`src/sv/rmq_sqrt_cell.sv`:
```
`default_nettype none
module rmq_sqrt_cell #(
	parameter int RW = 16,
	parameter int SW = 8
) (
	input  wire logic            clk,
	input  wire logic            en,
	input  wire logic [2*RW-1:0] rad_i,
	input  wire logic [RW:0]     rem_i,
	input  wire logic [RW-1:0]   root_i,
	input  wire logic [SW-1:0]   side_i,
	output logic      [2*RW-1:0] rad_o,
	output logic      [RW:0]     rem_o,
	output logic      [RW-1:0]   root_o,
	output logic      [SW-1:0]   side_o
);

	logic [RW+2:0] cand, sub, nr;
	logic          ge;

	assign cand = {rem_i, rad_i[2*RW-1 -: 2]};
	assign sub  = {1'b0, root_i, 2'b01};
	assign ge   = (cand >= sub);
	assign nr   = ge ? (cand - sub) : cand;

	always_ff @(posedge clk) begin
		if (en) begin
			rad_o  <= rad_i << 2;
			rem_o  <= nr[RW:0];
			root_o <= {root_i[RW-2:0], ge};
			side_o <= side_i;
		end
	end

endmodule
`default_nettype wire

```
`config.mk`:
```
export PLATFORM = sky130hd
export DESIGN_NAME = rmq_sqrt_cell
export DESIGN_NICKNAME = d
export VERILOG_FILES = /design/src/sv/rmq_sqrt_cell.sv
export SDC_FILE = /design/constraint.sdc
export NUM_CORES = 1
export LEC_CHECK = 0
export BUFFER_PORTS_ARGS = -buffer_cell sky130_fd_sc_hd__buf_2
export CELL_PAD_IN_SITES_DETAIL_PLACEMENT = 1
export CELL_PAD_IN_SITES_GLOBAL_PLACEMENT = 2
export CORE_MARGIN = 2
export CORE_UTILIZATION = 27
export DETAILED_ROUTE_END_ITERATION = 12
export HOLD_SLACK_MARGIN = 0.02
export PLACE_DENSITY = 0.74
export SLEW_MARGIN = 20
export SYNTH_ARGS = -nofsm -noshare
export SYNTH_HDL_FRONTEND = slang
export SYNTH_SLANG_ARGS = --single-unit
```
`constraint.sdc`:
```
create_clock -name clk -period 2.4 [get_ports clk]
set_input_delay 0.24 -clock clk [delete_from_list [all_inputs] [get_ports clk]]
set_output_delay 0.24 -clock clk [all_outputs]
set_load 0.005 [all_outputs]
```
Word level (Yosys, flattened, before mapping)
Index checks and enable logic that the tools add are counted.
{"block": "totals", "regBits": 71, "inputBits": 75, "output_inout_bits": 73, "elab_cells": 7}
{"block": "op_classes", "add_sub_neg": 1, "n_lt_le_gt_ge": 1, "n_mux": 1}
{"op": "$ge A19 B18 Y1", "count": 1}
{"op": "$mux W17", "count": 1}
{"op": "$sub A17 B17 Y17", "count": 1}

Depth between registers and ports, before layout
{"block": "logic_depth", "ltp_word": 2, "mapped_depth": 9, "mapped_depth_nobuf": 8}

Worst setup path after synthesis
Ideal clock, no wire load.
{"block": "synth_path", "path_kind": "input port to flip-flop", "start": "input root_i[8]", "end": "register rem_o[10] (data pin)", "setup_ns": 0.260, "arrival_ns": 2.126, "required_time_ns": 2.140, "slack_ns": 0.014, "cell_stages": 9, "path_buffers": 1, "cell_sequence": "inv_1 ha_1 a21oi_2 o21ai_1 a311o_1 a21o_1 a21boi_4 buf_12 mux2_4"}
{"block": "synth_between", "elab_chain_len": 2, "word_cells_on_any_way": 3, "cone_classes": "1 x add/sub; 1 x order compare; 1 x mux"}
{"item": "start: declaration", "line_no": "10", "text": "input wire logic [RW-1:0] root_i,"}
{"item": "$sub A17 B17 Y17 or $ge A19 B18 Y1 (tied branches)", "line_no": "24, 23"}
{"item": "$mux W17 *", "line_no": "24", "text": "assign nr = ge ? (cand - sub) : cand;"}
{"item": "via nr[10]", "line_no": "18", "text": "logic [RW+2:0] cand, sub, nr;"}
{"item": "end signal: assignment", "line_no": "29", "text": "rem_o <= nr[RW:0];"}
{"item": "end: declaration", "line_no": "13", "text": "output logic [RW:0] rem_o,"}
Mark *: on every way through the listed nets, which the timed path passes. The rest lies on a longest branch.
A chain may end at the register's enable or synchronous reset.

Worst setup path after layout
{"block": "layout_path", "start": "input root_i[8]", "end": "register rem_o[13] (data pin)"}
Same word-level chain as after synthesis.

==> flow_metrics.tcl <==
set metrics [dict create \
    via_per_inst 4.44 \
    drt_first_iter_violations 161 \
    cts.repair.resized 0 \
    outcome "finished clean" \
    detail-route-antenna-nets 0 \
    num_vias 2506 \
    num_rows 40 \
    synthDistinctLibCells 41 \
    drt-total-wl_mm 8.54 \
    synthDominantCellAreaShare_pct 65.0 \
    async_flop_share_pct 0 \
    fillCellCount 1288 \
    maxCapViolCount 0 \
    required_ns 2.48 \
    ys_seq_elements 71 \
    slew_violations 0 \
    grt.overflow.total 0 \
    period_share_pct 91.1 \
    grt_pass1_wl_mm 13.5 \
    syn_inst 222 \
    placedCellCount 549 \
    startpoint "root_i[8]" \
    synth_area_leaders "edfxtp_1 (65%), ha_1 (6.9%), mux2_2 (3.1%)" \
    design.core.area_um2 11900 \
    p_per_area_nw_per_um2 761 \
    clock.fmax_mhz 457 \
    cp-start-kind "input port" \
    power_frac_seq_pct 42.3 \
    rsz0062_at_grt "false" \
    hold_ws_ns 0.0752 \
    placed_cell_area_um2 4450 \
    critical_path_class "in -> reg" \
    portBuffers 145 \
    start_util_pct 27.5 \
    numClockSinks 71 \
    hold_buffers 0 \
    end_kind "flop" \
    remaining_drc_errors 0 \
    clockRootBuffer "clkbuf_16" \
    nets 506 \
    grt_use_total_pct 13.7 \
    hold_viol_final 0 \
    synth_ff_type "edfxtp_1" \
    numCtsBuffers 9 \
    switching_share_pct 23.8 \
    p_int_mw 2.77 \
    p_switching_mw 0.865 \
    wl_per_cell_um 15.1 \
    dp_hpwl_mm 6.75 \
    die_area_um2 13000 \
    fin_util_pct 40.1 \
    crit_path_max_incr_delay_ns 0.37 \
    drt_first_pass_iters 4 \
    die-height_um 114 \
    synth_area_um2 3280 \
    fin_cells 565 \
    cts_setup_buffers 0 \
    grt_pass1_vias 2735 \
    setup_viol 0 \
    ir_drop_mv 0.359 \
    synth-edff-count 71 \
    multi_input_area_um2 1040 \
    cpMaxStageDelayCell "a311o_1" \
    clockBufferDepth 2 \
    drive_gt1_share_pct 51.7 \
    io_pins 148 \
    yosys.area.top_type "edfxtp_1" \
    area_growth_pct 45.7 \
    path_cells "buf_2, inv_1, ha_1, a21oi_2, o21ai_1, a311o_1, a21o_1, a21boi_4, buf_4, mux2_4" \
    p_comb_share_pct 17.3 \
    hold_start "rad_i[22]" \
    synth_warnings 0 \
    grt_max_degree 34 \
    grt_antenna_before_repair 0 \
    hold_path.class "in -> reg" \
    critical_path_peak_fanout 7 \
    setup_tns_ns 0 \
    endpoint "rem_o[13]$_DFFE_PP_" \
    leakagePower_nw 2.18 \
    post_synth.cell_area_avg_um2 14.8 \
    antenna_cells 0 \
    path_clk_slew_ns 0.06 \
    period_minus_slack_ns 2.19 \
    cts_tree "done" \
    p_clk_share_pct 40.4 \
    seq_area_frac_synth_pct 65.0 \
    cts_htree_levels 3 \
    regArea_um2 2130 \
    crit_arrival_ns 2.27 \
    finalInstanceArea_um2 4780 \
    gp_congestion 0.815 \
    dieWidth_um 114 \
]
==> cell families (layout without fill, tap and decap cells) <==
logic type / after synthesis / count (layout) / synth area share, %
compound gates: 46 / 46 / 9.65
mux: 17 / 17 / 6.45
flops: 71 / 71 / 65.0
other cells: 1 / 2 / 0.114
xor+xnor: 14 / 14 / 3.74
buf+inv: 24 / 219 / 3.47
fa+ha+maj: 18 / 18 / 6.87
simple gates: 31 / 31 / 4.73
==> worst min-delay path by stage <==
stage                           to  slack [ns]  cells after the start
2_1_floorplan  rad_o[10]$_DFFE_PP_        0.34                      0
3_3_place_gp    rad_o[3]$_DFFE_PP_        0.42                      1
3_5_place_dp   rad_o[27]$_DFFE_PP_        0.42                      1
4_1_cts        rad_o[24]$_DFFE_PP_        0.05                      1
5_1_grt        rad_o[24]$_DFFE_PP_        0.06                      1
6_report       rad_o[24]$_DFFE_PP_        0.08                      1
==> power groups by stage <==
stage	logic, mW	registers, mW	clock network [mW]
final	0.631	1.54	1.47
after global routing	0.706	1.55	1.56
after CTS	0.645	1.54	1.53
after detailed placement	0.642	1.57	0
after global placement	0.625	1.56	0
after floorplan	0.277	1.59	0
==> worst max-delay path: cells and delay by family <==
kind                       cells  cell delay (ns)
AOI/OAI and AO/OA              5             1.05
buffers and inverters          3             0.34
adders and majority gates      1             0.32
muxes                          1             0.31
==> cell type report <==
type / count / area share (%)
Timing Repair Buffer: 182 / 21.3
Tap cell: 147 / 3.85
Multi-Input combinational cell: 128 / 21.7
Clock buffer: 9 / 4.71
Sequential cell: 71 / 44.6
Clock inverter: 7 / 2.15
Inverter: 21 / 1.65
==> cells in the mapped netlist, types with 4 or more instances <==
cell type	number
o21ai_0	7
nand2_1	6
nor2_1	10
mux2_2	9
edfxtp_1	71
a21o_1	4
inv_1	21
xnor2_1	8
a21oi_1	14
ha_1	18
xor2_1	6
mux2_4	6
==> metrics by stage <==
stage,setup slack (ns),power (mW)
global placement,-0.0551,2.19
finish,0.214,3.64
floorplan,0.0137,1.86
global route,0.0780,3.82
detailed placement,-0.159,2.21
CTS,0.199,3.71
==> registers in the layout, summed over array words and instances (netlist names) <==
register  count
rad_o        30
rem_o        17
root_o       16
side_o        8
==> placed cells by master, fill, tap and decap left out, types with 2 or more instances in the layout <==
master       n
or3_1        3
nand2_1      6
a311o_1      2
buf_2      144
mux2_4       6
a21oi_1     14
xnor2_1      8
and2_1       2
a21o_1       4
nand4_1      2
and3_1       2
ha_1        18
mux2i_1      2
o21ai_0      7
o211ai_1     2
edfxtp_1    71
conb_1       2
a211oi_1     3
inv_6        3
xor2_1       6
bufinv_16    2
buf_4       37
o21bai_1     2
mux2_2       9
o21a_1       2
nor2_1      10
inv_1       21
clkbuf_16    9
==> per-layer routing <==
metal / global-route usage (%) / vias to the layer above / routed length [um]
met5: 0 / - / 0
met4: 5.37 / 0 / 111
met3: 3.86 / 6 / 562
met2: 23.9 / 92 / 4260
met1: 15.8 / 1191 / 3610
li1: - / 1217 / -
(Power assumes the default switching activity.)
