<file path="config.mk">
export PLATFORM = sky130hd
export DESIGN_NAME = rmq_div_cell
export DESIGN_NICKNAME = d
export VERILOG_FILES = /design/src/sv/rmq_pkg.sv /design/src/sv/rmq_div_cell.sv
export SDC_FILE = /design/constraint.sdc
export NUM_CORES = 1
export LEC_CHECK = 0
export BUFFER_PORTS_ARGS = -buffer_cell sky130_fd_sc_hd__buf_2
export CAP_MARGIN = 20
export CORE_AREA = 2 2 270 272
export CTS_BUF_LIST = sky130_fd_sc_hd__clkbuf_2
export DETAILED_ROUTE_END_ITERATION = 16
export DIE_AREA = 0 0 272 274
export SYNTH_ARGS = -nofsm -noshare
export SYNTH_HDL_FRONTEND = slang
export SYNTH_SLANG_ARGS = --single-unit
</file>
<file path="constraint.sdc">
create_clock -name clk -period 2.8 [get_ports clk]
set_clock_uncertainty 0.1 [all_clocks]
set_input_delay 0.42 -clock clk [delete_from_list [all_inputs] [get_ports clk]]
set_output_delay 0.42 -clock clk [all_outputs]
set_load 0.02 [all_outputs]
</file>
<file path="src/sv/rmq_pkg.sv">
`default_nettype none
package rmq_pkg;

	localparam int FRAC_BITS_DEF  = 14;
	localparam int DATA_WIDTH_DEF = 16;
	localparam int LANES          = 4;

	typedef logic [1:0] branch_t;

	localparam branch_t BR_TRACE = 2'd0;
	localparam branch_t BR_X     = 2'd1;
	localparam branch_t BR_Y     = 2'd2;
	localparam branch_t BR_Z     = 2'd3;

endpackage
`default_nettype wire

</file>
<file path="src/sv/rmq_div_cell.sv">
`default_nettype none
module rmq_div_cell
	import rmq_pkg::*;
#(
	parameter int RW  = 16,
	parameter int NMW = 32,
	parameter int SW  = 7
) (
	input  wire logic                        clk,
	input  wire logic                        en,
	input  wire logic [RW-1:0]               h_i,
	input  wire logic [LANES-1:0][NMW-1:0]   dvd_i,
	input  wire logic [LANES-1:0][RW-1:0]    rem_i,
	input  wire logic [LANES-1:0][NMW-1:0]   quo_i,
	input  wire logic [SW-1:0]               side_i,
	output logic      [RW-1:0]               h_o,
	output logic      [LANES-1:0][NMW-1:0]   dvd_o,
	output logic      [LANES-1:0][RW-1:0]    rem_o,
	output logic      [LANES-1:0][NMW-1:0]   quo_o,
	output logic      [SW-1:0]               side_o
);

	logic [RW:0] cand [LANES];
	logic [RW:0] nr   [LANES];
	logic        ge   [LANES];

	always_comb begin
		for (int l = 0; l < LANES; l++) begin
			cand[l] = {rem_i[l], dvd_i[l][NMW-1]};
			ge[l]   = (cand[l] >= {1'b0, h_i});
			nr[l]   = ge[l] ? (cand[l] - {1'b0, h_i}) : cand[l];
		end
	end

	always_ff @(posedge clk) begin
		if (en) begin
			h_o    <= h_i;
			side_o <= side_i;
			for (int l = 0; l < LANES; l++) begin
				dvd_o[l] <= dvd_i[l] << 1;
				rem_o[l] <= nr[l][RW-1:0];
				quo_o[l] <= {quo_i[l][NMW-2:0], ge[l]};
			end
		end
	end

endmodule
`default_nettype wire

</file>
==> results of run 1 <==
==> synthesized netlist by cell type, types with 13 or more instances <==
| library cell | count | share of area [%] |
|---|---|---|
| a21oi_1 | 61 | 2.2 |
| edfxtp_1 | 339 | 72 |
| ha_1 | 64 | 5.7 |
| inv_1 | 33 | 0.88 |
| mux2_2 | 21 | 1.7 |
| nand2_1 | 24 | 0.64 |
| nand2b_1 | 13 | 0.58 |
| nand3_1 | 16 | 0.57 |
| nor2_1 | 58 | 1.5 |
| o21a_1 | 14 | 0.74 |
| o21ai_0 | 36 | 1.3 |
| xnor2_1 | 20 | 1.2 |
| xor2_1 | 20 | 1.2 |
==> cells by family after synthesis <==
group | Yosys count | synth area share (%)
compound gates | 181 | 8.47
fa+ha+maj | 68 | 6.24
xor+xnor | 40 | 2.48
other cells | 1 | 0.0266
simple gates | 155 | 5.44
buf+inv | 49 | 1.63
flops | 339 | 72.1
mux | 44 | 3.62
==> per-stage QoR <==
stage | instances | cell area (um2) | hold slack [ns]
floorplan | 880 | 14200 | 0.419
global placement | 2673 | 20100 | 0.497
detailed placement | 2673 | 20100 | 0.498
==> metrics.txt, run 1 <==
number of enable flip-flop cells after synthesis=~340; I/O pin count=around 690; cts hold-fix bufs=approximately 570; Netlist cell types=68; number of buffers added on ports=~680; # H-tree levels=3; post-synthesis sequential area ratio=between 70% and 80%; Main synth FF type=edfxtp_1; clk sinks=between 300 and 400; Clock Path Buffers=3; syn avg cell area=16.1 um2; Exit stage=4_1_cts; num rows=slightly below 100; status=stopped before the end; Post-Syn Area=approximately 14000 um2; flops & latches, synth=~340; die height=between 200 and 300 um; Starting Density=approximately 20%; chip width=272 um; HPWL reported at the end of detailed placement=around 46 mm; Num CTS Buffers=93; clock root cell=clkbuf_2; Final Wtd Congestion=0.886; Log Error=[ERROR RSZ-0060] Max buffer count reached.; Syn. warnings=0; CTS resizes=0; Cells after Synth=about 880; dpl ws=-0.494 ns; post-synthesis async set-or-reset flop share=0%; postcts setup bufs=0
==> inputs of run 2 (changes only) <==
--- a/config.mk
+++ b/config.mk
@@ -7,10 +7,10 @@
 export LEC_CHECK = 0
 export BUFFER_PORTS_ARGS = -buffer_cell sky130_fd_sc_hd__buf_2
 export CAP_MARGIN = 20
-export CORE_AREA = 2 2 270 272
-export CTS_BUF_LIST = sky130_fd_sc_hd__clkbuf_2
+export CORE_AREA = 2 2 266 268
 export DETAILED_ROUTE_END_ITERATION = 16
-export DIE_AREA = 0 0 272 274
+export DIE_AREA = 0 0 268 270
+export PLACE_DENSITY_LB_ADDON = 0.15
 export SYNTH_ARGS = -nofsm -noshare
 export SYNTH_HDL_FRONTEND = slang
 export SYNTH_SLANG_ARGS = --single-unit
==> constraint.sdc (replaced) <==
create_clock -name clk -period 3.65 [get_ports clk]
set_clock_uncertainty 0.1 [all_clocks]
set_input_delay 0.5475 -clock clk [delete_from_list [all_inputs] [get_ports clk]]
set_output_delay 0.5475 -clock clk [all_outputs]
set_load 0.02 [all_outputs]
==> metrics.txt, run 2 <==
status=complete, no violations (was stopped before the end); Main synth FF type=edfxtp_1 (unchanged); Syn. warnings=0 (unchanged); critical path data required time=slightly below 4 ns; Hold Path Class=in -> reg; Clock Power Share=a little under two fifths; crit share post-route=approximately 80%; internal power=between 7000 and 8000 uW; Area contributors post-synth=edfxtp_1 72%, ha_1 5.7%, a21oi_1 2.2% (unchanged); Area growth syn-to-layout=44.3%; postcts setup bufs=0 (unchanged); HPWL reported at the end of detailed placement=47.3 mm (was 45.7 mm); Switch Pwr=around 3100 uW; clock root cell=clkbuf_16 (was clkbuf_2); Vias/cell=a little over 4; I/O pin count=688 (unchanged); Starting Density=20.3% (was 19.6%); fraction of layout cells with a size suffix above 1=between 40% and 50%; drt drc=0; Period minus WS final=about 2.9 ns; antenna violations before repair=32; core area=69500 um2; Seq pwr share=roughly 44%; num rows=97 (was 99); Clock transition at path regs=0.06 ns; detailed-route via count=~11000; Post-Syn Area=14100 um2 (unchanged); largest net degree at the start of global routing=87; top-count cell post-synth=edfxtp_1 (unchanged); clk sinks=339 (unchanged); post-synthesis async set-or-reset flop share=0% (unchanged); fmax=approximately 350 MHz; Num CTS Buffers=42 (was 93); Fin Setup TNS=0 ns; CTS resizes=0 (unchanged); Yosys top cell area share=72.1% (unchanged); fillcell total=roughly 7200; Rel. slew slack=between 40% and 50%; RSZ-0062 raised after global routing=false; number of buffers added on ports=679 (unchanged); register with the most flip-flops=quo_o; die area=between 70000 and 80000 um2; final hold vios=0; power per cell area=around 530 nW/um2; post-DR wirelength/cell=about 22 um; sw frac=about 28%; routed wire length=approximately 58 mm; biggest regs=quo_o x128, dvd_o x124, rem_o x64; DRT iter0 DRCs=between 500 and 600; WS Path Type=in -> reg; critical-path maximum fanout=13; # setup viols final=0; Leakage=0.00865 uW; max reg flops=between 100 and 150; cts hold-fix bufs=0 (was 568); Slew Viols, Final=0; Max IR drop VDD=between 0.2 and 0.3 mV; # H-tree levels=2 (was 3); Total GRT Usage=between 15 and 20%; first-pass GRT wire length=roughly 80 mm; placed instance area=19000 um2 (was 20100 um2); post-synth top area cell=edfxtp_1 (unchanged); Netlist cell types=68 (unchanged); nature of the critical path endpoint=flip-flop; synth cell count leaders=339 x edfxtp_1, 64 x ha_1, 61 x a21oi_1 (unchanged); Clock Path Buffers=3 (unchanged); flops & latches, synth=339 (unchanged); CTS tree=built; post-route ant nets=0; nets=a little over 2000; Comb power frac=between 10% and 20%; number of global-route vias before repair=~11000; number of max-cap violations=0; die height=270 um (was 274 um); crit start category=input port; WP data arrival=3.09 ns; Initial DRT Pass Iterations=4; hold path depth=1; Final Wtd Congestion=0.807 (was 0.886); chip width=268 um (was 272 um); commonest cells after routing, fill and taps aside=678 x buf_2, 339 x edfxtp_1, 64 x ha_1; commonest non-fill, non-tap cell in the layout=buf_2; Worst Max-Slew Pin Slew=roughly 0.87 ns; syn avg cell area=16.1 um2 (unchanged); Cells after Synth=877 (unchanged); post-synthesis sequential area ratio=72.1% (unchanged); number of enable flip-flop cells after synthesis=339 (unchanged); GR Overflow Total=0; Final Cell Area=about 20000 um2
[run 2: cell counts after synthesis]
No cell type changed its count.
[run 2: layout make-up]
cell class	instances	area (um2)	area share, %
well taps	940	1180	5.77
clock buffers	53	1110	5.46
inverters	33	124	0.608
repair buffers	727	3840	18.9
clock inverters	24	196	0.964
multi-input cells	492	3720	18.3
diodes	10	25.0	0.123
flip-flops and latches	339	10200	50.0
[run 2: power by group through the flow]
stage / registers [uW] / logic, uW / clock network [uW]
floorplan: 5380 / 628 / 0
global placement: 4890 / 2090 / 0
detailed placement: 4890 / 2100 / 0
CTS: 4810 / 2110 / 4180
global route: 4850 / 2230 / 4310
finish: 4810 / 2060 / 4000
[run 2: path summary, 6_finish.rpt]
check             startpoint                   to
hold / removal     dvd_i[15]  dvd_o[16]$_DFFE_PP_
setup / recovery      h_i[1]  rem_o[22]$_DFFE_PP_
[run 2: metrics by stage]
step	worst slack (ns)	cells	total power (uW)	util (%)	hold WS (ns)
after floorplan	0.596	880	6000	-	0.546
after global placement	0.190	2531	6980	27.4	0.625
after detailed placement	0.155	2531	6980	27.4	0.626
after CTS	0.759	2608	11100	29.3	0.0110
after global routing	0.686	2614	11400	29.3	0.0214
final	0.753	2618	10900	29.3	0.0587
[run 2: worst max-delay path, stage by stage]
cell and delay [ns]:
buf_2 0.11, inv_1 0.25, ha_1 0.31, nor2b_4 0.13, o31ai_1 0.29, a21oi_1 0.15, a221o_1 0.47, a41oi_4 0.29
buf_12 0.19, mux2_2 0.34
[run 2: kinds of logic (layout without fill, tap and decap cells)]
kind of cell,Yosys count,count (layout),synth area share (%)
other,1,14,0.0266
adder cells (fa/ha/maj),68,68,6.24
buffers and inverters,49,837,1.63
flip-flops,339,339,72.1
multiplexers,44,44,3.62
AO/OA/AOI/OAI,181,181,8.47
AND/OR/NAND/NOR,155,155,5.44
XOR/XNOR,40,40,2.48
[run 2: metal layers]
| layer | track usage, % | up-vias | routed length, um |
|---|---|---|---|
| met1 | 15.4 | 5109 | 20300 |
| met4 | 5.10 | 32 | 1570 |
| li1 | - | 4949 | - |
| met3 | 6.30 | 110 | 5630 |
| met2 | 28.2 | 435 | 30400 |
| met5 | 0 | - | 200 |
Note: power is estimated with default switching activity, not from simulation.
