===== config.mk =====
export PLATFORM = sky130hd
export DESIGN_NAME = rmq_front
export DESIGN_NICKNAME = d
export VERILOG_FILES = /design/src/sv/rmq_pkg.sv /design/src/sv/rmq_front.sv
export SDC_FILE = /design/constraint.sdc
export NUM_CORES = 1
export LEC_CHECK = 0
export ABC_AREA = 0
export BUFFER_PORTS_ARGS = -buffer_cell sky130_fd_sc_hd__clkbuf_2
export CORE_AREA = 4 4 197 199
export CTS_CLUSTER_DIAMETER = 40
export DETAILED_ROUTE_END_ITERATION = 16
export DIE_AREA = 0 0 201 203
export PLACE_DENSITY = 0.74
export SLEW_MARGIN = 20
export SYNTH_ARGS = -nofsm -noshare
export SYNTH_HDL_FRONTEND = slang
export SYNTH_SLANG_ARGS = --single-unit

===== constraint.sdc =====
create_clock -name clk -period 12.57 [get_ports clk]
set_input_delay 2.514 -clock clk [delete_from_list [all_inputs] [get_ports clk]]
set_output_delay 2.514 -clock clk [all_outputs]
set_load 0.05 [all_outputs]

===== src/sv/rmq_pkg.sv =====
`default_nettype none
package rmq_pkg;

	localparam int FRAC_BITS_DEF  = 14;
	localparam int DATA_WIDTH_DEF = 16;
	localparam int LANES          = 4;

	typedef logic [1:0] branch_t;

	localparam branch_t BR_TRACE = 2'd0;
	localparam branch_t BR_X     = 2'd1;
	localparam branch_t BR_Y     = 2'd2;
	localparam branch_t BR_Z     = 2'd3;

endpackage
`default_nettype wire


===== src/sv/rmq_front.sv =====
`default_nettype none
module rmq_front
	import rmq_pkg::*;
#(
	parameter int DATA_WIDTH = DATA_WIDTH_DEF,
	parameter int FRAC_BITS  = FRAC_BITS_DEF,
	parameter int AW         = DATA_WIDTH + 3
) (
	input  wire logic                          clk,
	input  wire logic                          en,
	input  wire logic signed [DATA_WIDTH-1:0]  m00,
	input  wire logic signed [DATA_WIDTH-1:0]  m01,
	input  wire logic signed [DATA_WIDTH-1:0]  m02,
	input  wire logic signed [DATA_WIDTH-1:0]  m10,
	input  wire logic signed [DATA_WIDTH-1:0]  m11,
	input  wire logic signed [DATA_WIDTH-1:0]  m12,
	input  wire logic signed [DATA_WIDTH-1:0]  m20,
	input  wire logic signed [DATA_WIDTH-1:0]  m21,
	input  wire logic signed [DATA_WIDTH-1:0]  m22,
	output branch_t                            branch_s1,
	output logic                               degen_s1,
	output logic [AW-2:0]                      arg_s1,
	output logic [LANES-1:0]                   neg_s1,
	output logic [LANES-1:0][DATA_WIDTH:0]     mag_s1
);

	localparam int DW = DATA_WIDTH;
	localparam logic signed [AW-1:0] ONE = AW'(1) << FRAC_BITS;

	logic signed [AW-1:0] e00, e11, e22, trace, arg;
	logic signed [DW:0]   s01, s02, s10, s12, s20, s21;
	logic signed [DW:0]   n [LANES];
	branch_t              br;
	logic                 degen;

	assign e00 = AW'(m00);
	assign e11 = AW'(m11);
	assign e22 = AW'(m22);
	assign s01 = (DW+1)'(m01);
	assign s02 = (DW+1)'(m02);
	assign s10 = (DW+1)'(m10);
	assign s12 = (DW+1)'(m12);
	assign s20 = (DW+1)'(m20);
	assign s21 = (DW+1)'(m21);
	assign trace = e00 + e11 + e22;

	always_comb begin
		priority if (trace > 0) begin
			br = BR_TRACE;
		end else if (m22 > ((m11 > m00) ? m11 : m00)) begin
			br = BR_Z;
		end else if (m11 > m00) begin
			br = BR_Y;
		end else begin
			br = BR_X;
		end
		unique case (br)
			BR_TRACE: begin
				arg  = trace + ONE;
				n[0] = '0;
				n[1] = s21 - s12;
				n[2] = s10 - s01;
				n[3] = s02 - s20;
			end
			BR_X: begin
				arg  = e00 - e11 - e22 + ONE;
				n[0] = s12 - s21;
				n[1] = '0;
				n[2] = s01 + s10;
				n[3] = s02 + s20;
			end
			BR_Y: begin
				arg  = e11 - e22 - e00 + ONE;
				n[0] = s20 - s02;
				n[1] = s10 + s01;
				n[2] = '0;
				n[3] = s12 + s21;
			end
			default: begin
				arg  = e22 - e00 - e11 + ONE;
				n[0] = s01 - s10;
				n[1] = s20 + s02;
				n[2] = s21 + s12;
				n[3] = '0;
			end
		endcase
		degen = (arg <= 0);
	end

	always_ff @(posedge clk) begin
		if (en) begin
			branch_s1 <= br;
			degen_s1  <= degen;
			arg_s1    <= degen ? '0 : arg[AW-2:0];
			for (int l = 0; l < LANES; l++) begin
				neg_s1[l] <= n[l][DW];
				mag_s1[l] <= n[l][DW] ? (DW+1)'(-n[l]) : (DW+1)'(n[l]);
			end
		end
	end

endmodule
`default_nettype wire


After elaboration in Yosys (flattened, before gate mapping)
Cells that the tools add are included.
{ "totals": {"reg_bits": 93, "out_inout_bits": 93, "wordCells": 54} }
{ "op_classes": {"addsub": 25, "magnitude_cmp": 4, "eq_ne": 2, "muxes": 10, "n_reduce_logical": 1} }
{ "ops": {"columns": ["op", "n"], "rows": [
  ["one-hot mux 68 bit (3 select lines)", 1],
  ["subtractor 16 x 16 -> 17 bit", 9],
  ["2-to-1 mux 16 bit", 5],
  ["adder 18 x 16 -> 19 bit (second input constant)", 4],
  ["adder 16 x 16 -> 17 bit", 4],
  ["negation 17 bit", 4],
  ["one-hot mux 19 bit (3 select lines)", 1],
  ["subtractor 17 x 16 -> 18 bit", 3],
  ["> comparator 16 bit", 2],
  ["less-or-equal comparator 19 x 1 -> 1 bit (second input constant)", 1],
  ["adder 17 x 16 -> 18 bit", 1],
  ["> comparator 18 x 1 -> 1 bit (second input constant)", 1],
  ["2-to-1 mux 2 bit", 3],
  ["== test 2 x 1 -> 1 bit (second input constant)", 1],
  ["== test 2 bit (second input constant)", 1],
  ["zero test 2 bit", 1]
]} }

Longest topological paths before layout
Gate-level depths: netlist of the first run.
{ "logic_depth": {"depth_word": 9, "depth_mapped": 33} }

Worst setup path before layout of the first run
Ideal clock, no wire load.
{ "synth_timing": {"path_type": "input to register", "start": "input m00[15]", "end": "register mag_s1[14] (netlist bit) (data pin)", "t_arrival_ps": 9429, "required_time_ps": 12307, "setup_slack_ps": 2877, "path_stages": 33, "path_buffers": 10, "cell_sequence": "inv_1 > ha_1 > nor4b_2 > o311ai_0 > a21bo_2 > o31a_1 > buf_2 > nand2_1 > buf_2 > buf_1 > buf_1 > buf_1 > buf_1 > nor2_1 > a21oi_1 > ha_1 > a41o_1 > a21oi_1 > o21bai_1 > o311a_1 > nor2_1 > clkbuf_1 > buf_1 > clkbuf_1 > clkbuf_1 > o211ai_1 > o21ai_0 > and2_1 > inv_1 > ha_1 > and2_1 > a41oi_1 > xnor2_1"} }
{ "synth_rtl": {"columns": ["item", "line_no", "text"], "rows": [
  ["from (decl)", "rmq_front.sv:11", "input wire logic signed [DATA_WIDTH-1:0] m00,"],
  ["to (signal, indexed assignment)", "rmq_front.sv:97", "mag_s1[l] <= n[l][DW] ? (DW+1)'(-n[l]) : (DW+1)'(n[l]);"],
  ["to (decl)", "rmq_front.sv:24", "output logic [LANES-1:0][DATA_WIDTH:0] mag_s1"]
]} }

Worst setup path after layout of the first run
{ "layout_timing": {"start": "input m00[7]", "end": "register mag_s1[13] (netlist bit) (data pin)"} }
{ "layout_between": {"elab_chain_cells": 9} }
{ "layout_lines": {"columns": ["item", "line_no", "text"], "rows": [
  ["parallel branches: the longest is 4 deep, another holds adder 17 x 16 -> 18 bit", null, null],
  ["2-to-1 mux 2 bit *", "rmq_front.sv:48", "priority if (trace > 0) begin"],
  ["== test 2 bit (tied with other cells)", "rmq_front.sv:57", "unique case (br)"],
  ["one-hot mux 68 bit (3 select lines) *", "rmq_front.sv:57", null],
  ["negation 17 bit", "rmq_front.sv:97", null],
  ["2-to-1 mux 16 bit *", "rmq_front.sv:97", null]
]} }
Every way passes the cells marked *.
A chain may end at the register's enable or synchronous reset.

==> results.py, run 1 <==
metrics = {
    "worst_setup_path": {
        "crit_arrival_ps": 10080,
        "path_cells": "clkbuf_2 > inv_1 > ha_1 > nor4_1 > nand4_1 > nand2_2 > buf_4 > nor2_1 > a21oi_1 > ha_1 > a21oi_1 > a21oi_1 > o311a_1 > nor2_4 > buf_4 > o21ai_0 > o22ai_1 > nand3_1 > a2111oi_0 > a31oi_1 > xor2_1",
        "cp_slowest_cell": "a2111oi_0",
        "worstSetupPathType": "in2reg",
        "critPathLaunch": "m00[7]",
        "crit_fanout": 70,
        "critPathCaptureType": "flop",
        "slowest_delay_ps": 820,
        "required_ps": 12650,
        "critPathMostFrequentCell": "a21oi_1",
        "startpoint_type": "input port",
    },
    "synthesis": {
        "synth_area_um2": 19800,
        "yosys_warnings": 0,
        "synth_edf_count": 93,
        "netlist.area_leader.share": 0.195,
        "syn_nets": 2951,
        "synthTopCellsByArea": "ha_1, edfxtp_1, fa_1",
        "synthArstFlopShare": 0,
        "synthCells": 2420,
        "synth_top_flop_cell": "edfxtp_1",
        "avgSynthCellArea_um2": 8.18,
        "yosysMostFrequentCell": "ha_1",
        "synth_top_area_cell": "ha_1",
        "yosysSeqAreaShare": 0.141,
        "synth_commonest_cells": "ha_1, inv_1, a21oi_1",
        "ys_ff_latch": 93,
        "yosysUniqueCellTypes": 101,
    },
    "clock_network": {
        "cts_buffer_depth": 2,
        "cts_tree": "yes",
        "cts_max_level": 3,
        "cts_sinks": 93,
        "root_buffer": "clkbuf_16",
        "cts_resized": 0,
        "post-cts-setup-buffers": 0,
        "path_clk_slew_ps": 70,
        "hold_buffers": 0,
        "cts_buffers": 9,
    },
    "power_and_ir_drop": {
        "p_comb_frac": 0.738,
        "total_power_mw": 3.20,
        "power.internal_mw": 1.42,
        "clkPwrFrac": 0.085,
        "peakVddDrop_v": 0.000130,
        "powerDensity_nw_per_um2": 148,
        "seqPwrFrac": 0.177,
        "power_switching_mw": 1.78,
        "static-leakage-power_nw": 9.88,
        "netSwitchingFraction": 0.556,
    },
    "global_route": {
        "met1_usage": 0.423,
        "grt_pass1_vias": 18624,
        "grt_max_degree": 71,
        "grt_util_met3": 0.0339,
        "antenna_found_initial": 1,
        "grt.busiest_layer": "met2",
        "grt_use_met2": 0.551,
        "grt_pass1_wl_mm": 106,
        "overflow": 0,
        "grtUsageTotal": 0.326,
    },
    "die": {
        "core_area_um2": 37200,
        "fp.dieW_um": 201,
        "std_cell_rows": 71,
        "initial_core_util": 0.532,
        "die-area_um2": 40800,
        "die_h_um": 203,
        "pin_count": 239,
    },
    "routing": {
        "vias": 19372,
        "firstDrtPassIters": 8,
        "route.detailed.drc": 0,
        "routed_wl_mm": 69.8,
        "first_iter_violations": 1807,
        "vias_per_cell": 6.31,
        "antenna_left": 0,
        "wl_per_cell_um": 22.8,
    },
    "cells_and_area": {
        "fin_cells": 3068,
        "drive_above_1_share": 0.128,
        "nets": 3120,
        "design_area_um2": 21600,
        "synthToLayoutAreaGrowth_pct": 8.96,
        "antenna_cells": 0,
    },
    "timing": {
        "period_share": 0.796,
        "finalMaxSlewViolations": 0,
        "tns_ps": 0,
        "rsz0062_at_grt": "false",
        "worst_slew_pin_slew_ps": 1200,
        "period_minus_slack_ps": 10000,
        "relSlewSlack": 0.195,
        "setup_viol": 0,
        "hold_viol_final": 0,
        "whs_ps": 2610,
        "fmax_mhz": 100,
    },
    "place": {
        "dp.cells": 3052,
        "dp_hpwl_mm": 58.3,
        "gp_congestion": 1.01,
        "portBuffers": 238,
        "dpl_cell_area_um2": 21300,
    },
    "min_path": {
        "min_path_cells": 1,
        "min_path_type": "in2reg",
        "hold_path_startpoint": "en",
    },
    "run": {
        "maxCapViolCount": 0,
    },
    "run_status": {
        "status": "completed",
    },
}
-- registers in the layout, indices dropped and copies added, names as in the netlist --
| name | flops |
|---|---|
| mag_s1 | 68 |
| degen_s1 | 1 |
| branch_s1 | 2 |
| arg_s1 | 18 |
| neg_s1 | 4 |
-- layout make-up --
cell class | count | area, um^2
fill | 3446 | 15700
multi-input combinational | 1980 | 15600
sequential | 93 | 2790
timing repair buffer | 253 | 1310
inverter | 252 | 946
tap | 474 | 593
clock buffer | 10 | 229
clock inverter | 6 | 62.6
-- critical path, delay by kind of cell --
| kind | cells | cell delay (ps) |
|---|---|---|
| adders and majority gates | 2 | 640 |
| and+or+nand+nor | 6 | 2550 |
| buffers and inverters | 4 | 1500 |
| xor gates and xnor gates | 1 | 180 |
| AOI/OAI and AO/OA | 8 | 2590 |
-- through the flow --
stage	worst slack (ps)	util
finish	2570	0.579
global route	2090	0.579
CTS	2830	0.579
detailed placement	2480	0.572
global placement	2780	0.572
floorplan	2880	-
-- layout by cell type (no fill, tap or decap), types with 9 or more instances in the layout --
cell / n
nand2_1: 122
a211o_1: 14
nor2_1: 193
o221ai_1: 11
clkbuf_2: 237
xor2_1: 53
ha_1: 308
edfxtp_1: 93
nor2b_1: 37
buf_4: 16
inv_1: 248
fa_1: 77
nor4_1: 13
xnor2_1: 147
a221oi_1: 10
o211ai_1: 26
nand2b_1: 38
mux2i_1: 23
a22oi_1: 9
o31a_1: 11
a21o_1: 39
or2_2: 11
a31oi_1: 28
nand3_1: 55
nor3_1: 58
and2_1: 9
o22ai_1: 24
o21bai_1: 33
a211oi_1: 27
o21ai_0: 115
or3_1: 28
clkbuf_16: 9
and3_1: 17
o21a_1: 30
a21oi_1: 199
nand4_1: 19
o31ai_1: 20
-- final timing paths --
path                               end  slack, ps
setup / recovery  mag_s1[13]$_DFFE_PP_       2570
hold / removal    mag_s1[60]$_DFFE_PP_       2610
-- power by group through the flow --
stage,sequential [mW],clock [mW],combinational [mW]
4_1_cts,0.567,0.276,2.32
2_1_floorplan,0.918,0,1.32
5_1_grt,0.572,0.288,2.51
6_report,0.567,0.272,2.36
3_3_place_gp,0.572,0,2.28
3_5_place_dp,0.572,0,2.31
-- layer usage --
metal  part of all wire  vias to the layer above
met5            0.00024                        -
met4              0.053                        2
met3              0.080                      180
met2               0.46                      975
met1               0.40                     9226
li1                   -                     8989
-- cell families after synthesis --
group           share of synthesized area
mux                                0.0176
buf+inv                            0.0702
fa+ha+maj                           0.273
compound gates                      0.247
flops                               0.141
simple gates                        0.163
xor+xnor                           0.0885
No activity file was read; power rests on OpenSTA's default activity.
==> run 2: changes to the inputs <==
--- a/config.mk
+++ b/config.mk
@@ -11,7 +11,7 @@
 export CTS_CLUSTER_DIAMETER = 40
 export DETAILED_ROUTE_END_ITERATION = 16
 export DIE_AREA = 0 0 201 203
-export PLACE_DENSITY = 0.74
+export PLACE_DENSITY = 0.77
 export SLEW_MARGIN = 20
 export SYNTH_ARGS = -nofsm -noshare
 export SYNTH_HDL_FRONTEND = slang
==> constraint.sdc (replaced) <==
create_clock -name clk -period 8.8 [get_ports clk]
set_input_delay 1.76 -clock clk [delete_from_list [all_inputs] [get_ports clk]]
set_output_delay 1.76 -clock clk [all_outputs]
set_load 0.05 [all_outputs]
==> run 2 against run 1 <==
Net effect:
- clock power grew 46%
- first-iteration DRC count shrank 0.39%
- via count shrank 0.36%
- critical endpoint is now mag_s1[15]$_DFFE_PP_
==> results.py, run 2 (synthesis results as in run 1) <==
metrics = {
    "global_route": {
        "grt_pass1_vias": 18867,
        "grt_pass1_wl_mm": 109,
        "grtUsageTotal": 0.341,
        "overflow": 0,
        "antenna_found_initial": 1,
        "grt_max_degree": 58,
    },
    "run_status": {
        "status": "completed",
    },
    "worst_setup_path": {
        "startpoint_type": "input port",
        "slowest_delay_ps": 820,
        "worstSetupPathType": "in2reg",
        "required_ps": 8900,
        "path_cells": "clkbuf_2 > inv_1 > ha_1 > nor4b_2 > o311ai_0 > nand4_1 > o31ai_2 > nor2_2 > a21oi_1 > ha_1 > nand4_1 > or3_1 > a21oi_1 > o311a_1 > or2_2 > mux2i_1 > nand3_1 > a2111oi_0 > a31oi_1 > xnor2_1",
        "crit_arrival_ps": 8360,
        "critPathCaptureType": "flop",
        "crit_fanout": 14,
        "cp_top_family": "simple AND/OR/NAND/NOR gates",
        "path_buf_inv": 2,
        "cp_slowest_cell": "a2111oi_0",
    },
    "cells_and_area": {
        "drive_above_1_share": 0.137,
        "fill_cells": 3440,
        "nets": 3146,
        "antenna_cells": 0,
        "reg.largest.list": "mag_s1 x68, arg_s1 x18, neg_s1 x4",
        "synthToLayoutAreaGrowth_pct": 9.98,
        "final_cell_mix": "ha_1, inv_1, clkbuf_2",
        "largest_register": "mag_s1",
        "largest_reg_flops": 68,
        "final_common_cell": "ha_1",
    },
    "min_path": {
        "min_path_type": "in2reg",
    },
    "die": {
        "fp.dieW_um": 201,
        "core_area_um2": 37200,
        "initial_core_util": 0.532,
        "std_cell_rows": 71,
        "die-area_um2": 40800,
        "die_h_um": 203,
        "pin_count": 239,
    },
    "timing": {
        "hold_viol_final": 0,
        "period_share": 0.939,
        "period_minus_slack_ps": 8260,
        "finalMaxSlewViolations": 0,
        "rsz0062_at_grt": "false",
        "fmax_mhz": 121,
        "relSlewSlack": 0.289,
        "setup_viol": 0,
        "worst_slew_pin_slew_ps": 1050,
        "tns_ps": 0,
        "whs_ps": 1900,
    },
    "clock_network": {
        "cts_tree": "yes",
        "post-cts-setup-buffers": 0,
        "root_buffer": "clkbuf_16",
        "cts_sinks": 93,
        "path_clk_slew_ps": 70,
        "cts_resized": 0,
        "cts_max_level": 3,
        "cts_buffers": 9,
        "hold_buffers": 0,
        "cts_buffer_depth": 2,
    },
    "power_and_ir_drop": {
        "powerDensity_nw_per_um2": 215,
        "peakVddDrop_v": 0.000187,
        "power_switching_mw": 2.61,
        "p_comb_frac": 0.740,
        "static-leakage-power_nw": 10.0,
        "seqPwrFrac": 0.175,
        "power.internal_mw": 2.07,
        "clkPwrFrac": 0.085,
        "netSwitchingFraction": 0.558,
    },
    "routing": {
        "vias_per_cell": 6.24,
        "routed_wl_mm": 72.8,
        "vias": 19303,
        "route.detailed.drc": 0,
        "antenna_left": 0,
        "wl_per_cell_um": 23.5,
        "first_iter_violations": 1800,
        "firstDrtPassIters": 6,
    },
    "place": {
        "portBuffers": 238,
        "dp_hpwl_mm": 61.3,
        "gp_congestion": 1.02,
    },
    "run": {
        "maxCapViolCount": 0,
    },
}
## run 2: cell types whose count changed in the layout (fill, tap and decap cells not counted)
cell        previous run  this run
o31ai_1               20        19
clkinvlp_4             1         3
buf_4                 16        40
clkinv_4               1         0
clkbuf_2             237       238
a211oi_2               2         3
clkinv_1               6         4
buf_12                 0         1
o31ai_2                1         2
a211oi_4               1         0
## run 2: area by class of cell
class                   count  area [um^2]  share of cell area
inverters                 252          946              0.0435
well taps                 474          593              0.0272
clock inverters             5         61.3             0.00282
repair buffers            279         1510              0.0694
multi-input cells        1980        15600               0.718
flip-flops and latches     93         2790               0.128
clock buffers              10          229              0.0105
## run 2: stage by stage
| step | worst slack (ps) | total power [mW] | utilization | area (um^2) | std cells |
|---|---|---|---|---|---|
| after floorplan | 65.8 | 3.20 | - | 19800 | 2420 |
| after global placement | 425 | 4.18 | 0.577 | 21500 | 3077 |
| after detailed placement | 311 | 4.22 | 0.577 | 21500 | 3077 |
| after CTS | 682 | 4.63 | 0.585 | 21800 | 3092 |
| after global routing | 46.6 | 4.93 | 0.585 | 21800 | 3093 |
| final | 538 | 4.68 | 0.585 | 21800 | 3093 |
## run 2: power by group through the flow
stage / clock network, mW / registers, mW / logic (mW)
after CTS: 0.398 / 0.815 / 3.41
after floorplan: 0 / 1.31 / 1.89
final: 0.398 / 0.817 / 3.46
after global routing: 0.416 / 0.821 / 3.69
after detailed placement: 0 / 0.823 / 3.40
after global placement: 0 / 0.819 / 3.36
## run 2: final timing paths
| kind | slack, ps | from | to | cells past startpoint |
|---|---|---|---|---|
| min | 1900 | en | mag_s1[66]$_DFFE_PP_ | 1 |
| max | 540 | m00[15] | mag_s1[15]$_DFFE_PP_ | 20 |
## run 2: layer usage
metal | up-vias | wire (um) | track usage
li1 | 9043 | - | -
met1 | 9274 | 30000 | 0.438
met2 | 818 | 34200 | 0.586
met3 | 166 | 4880 | 0.0342
met4 | 2 | 3640 | 0.149
met5 | - | 7 | 0
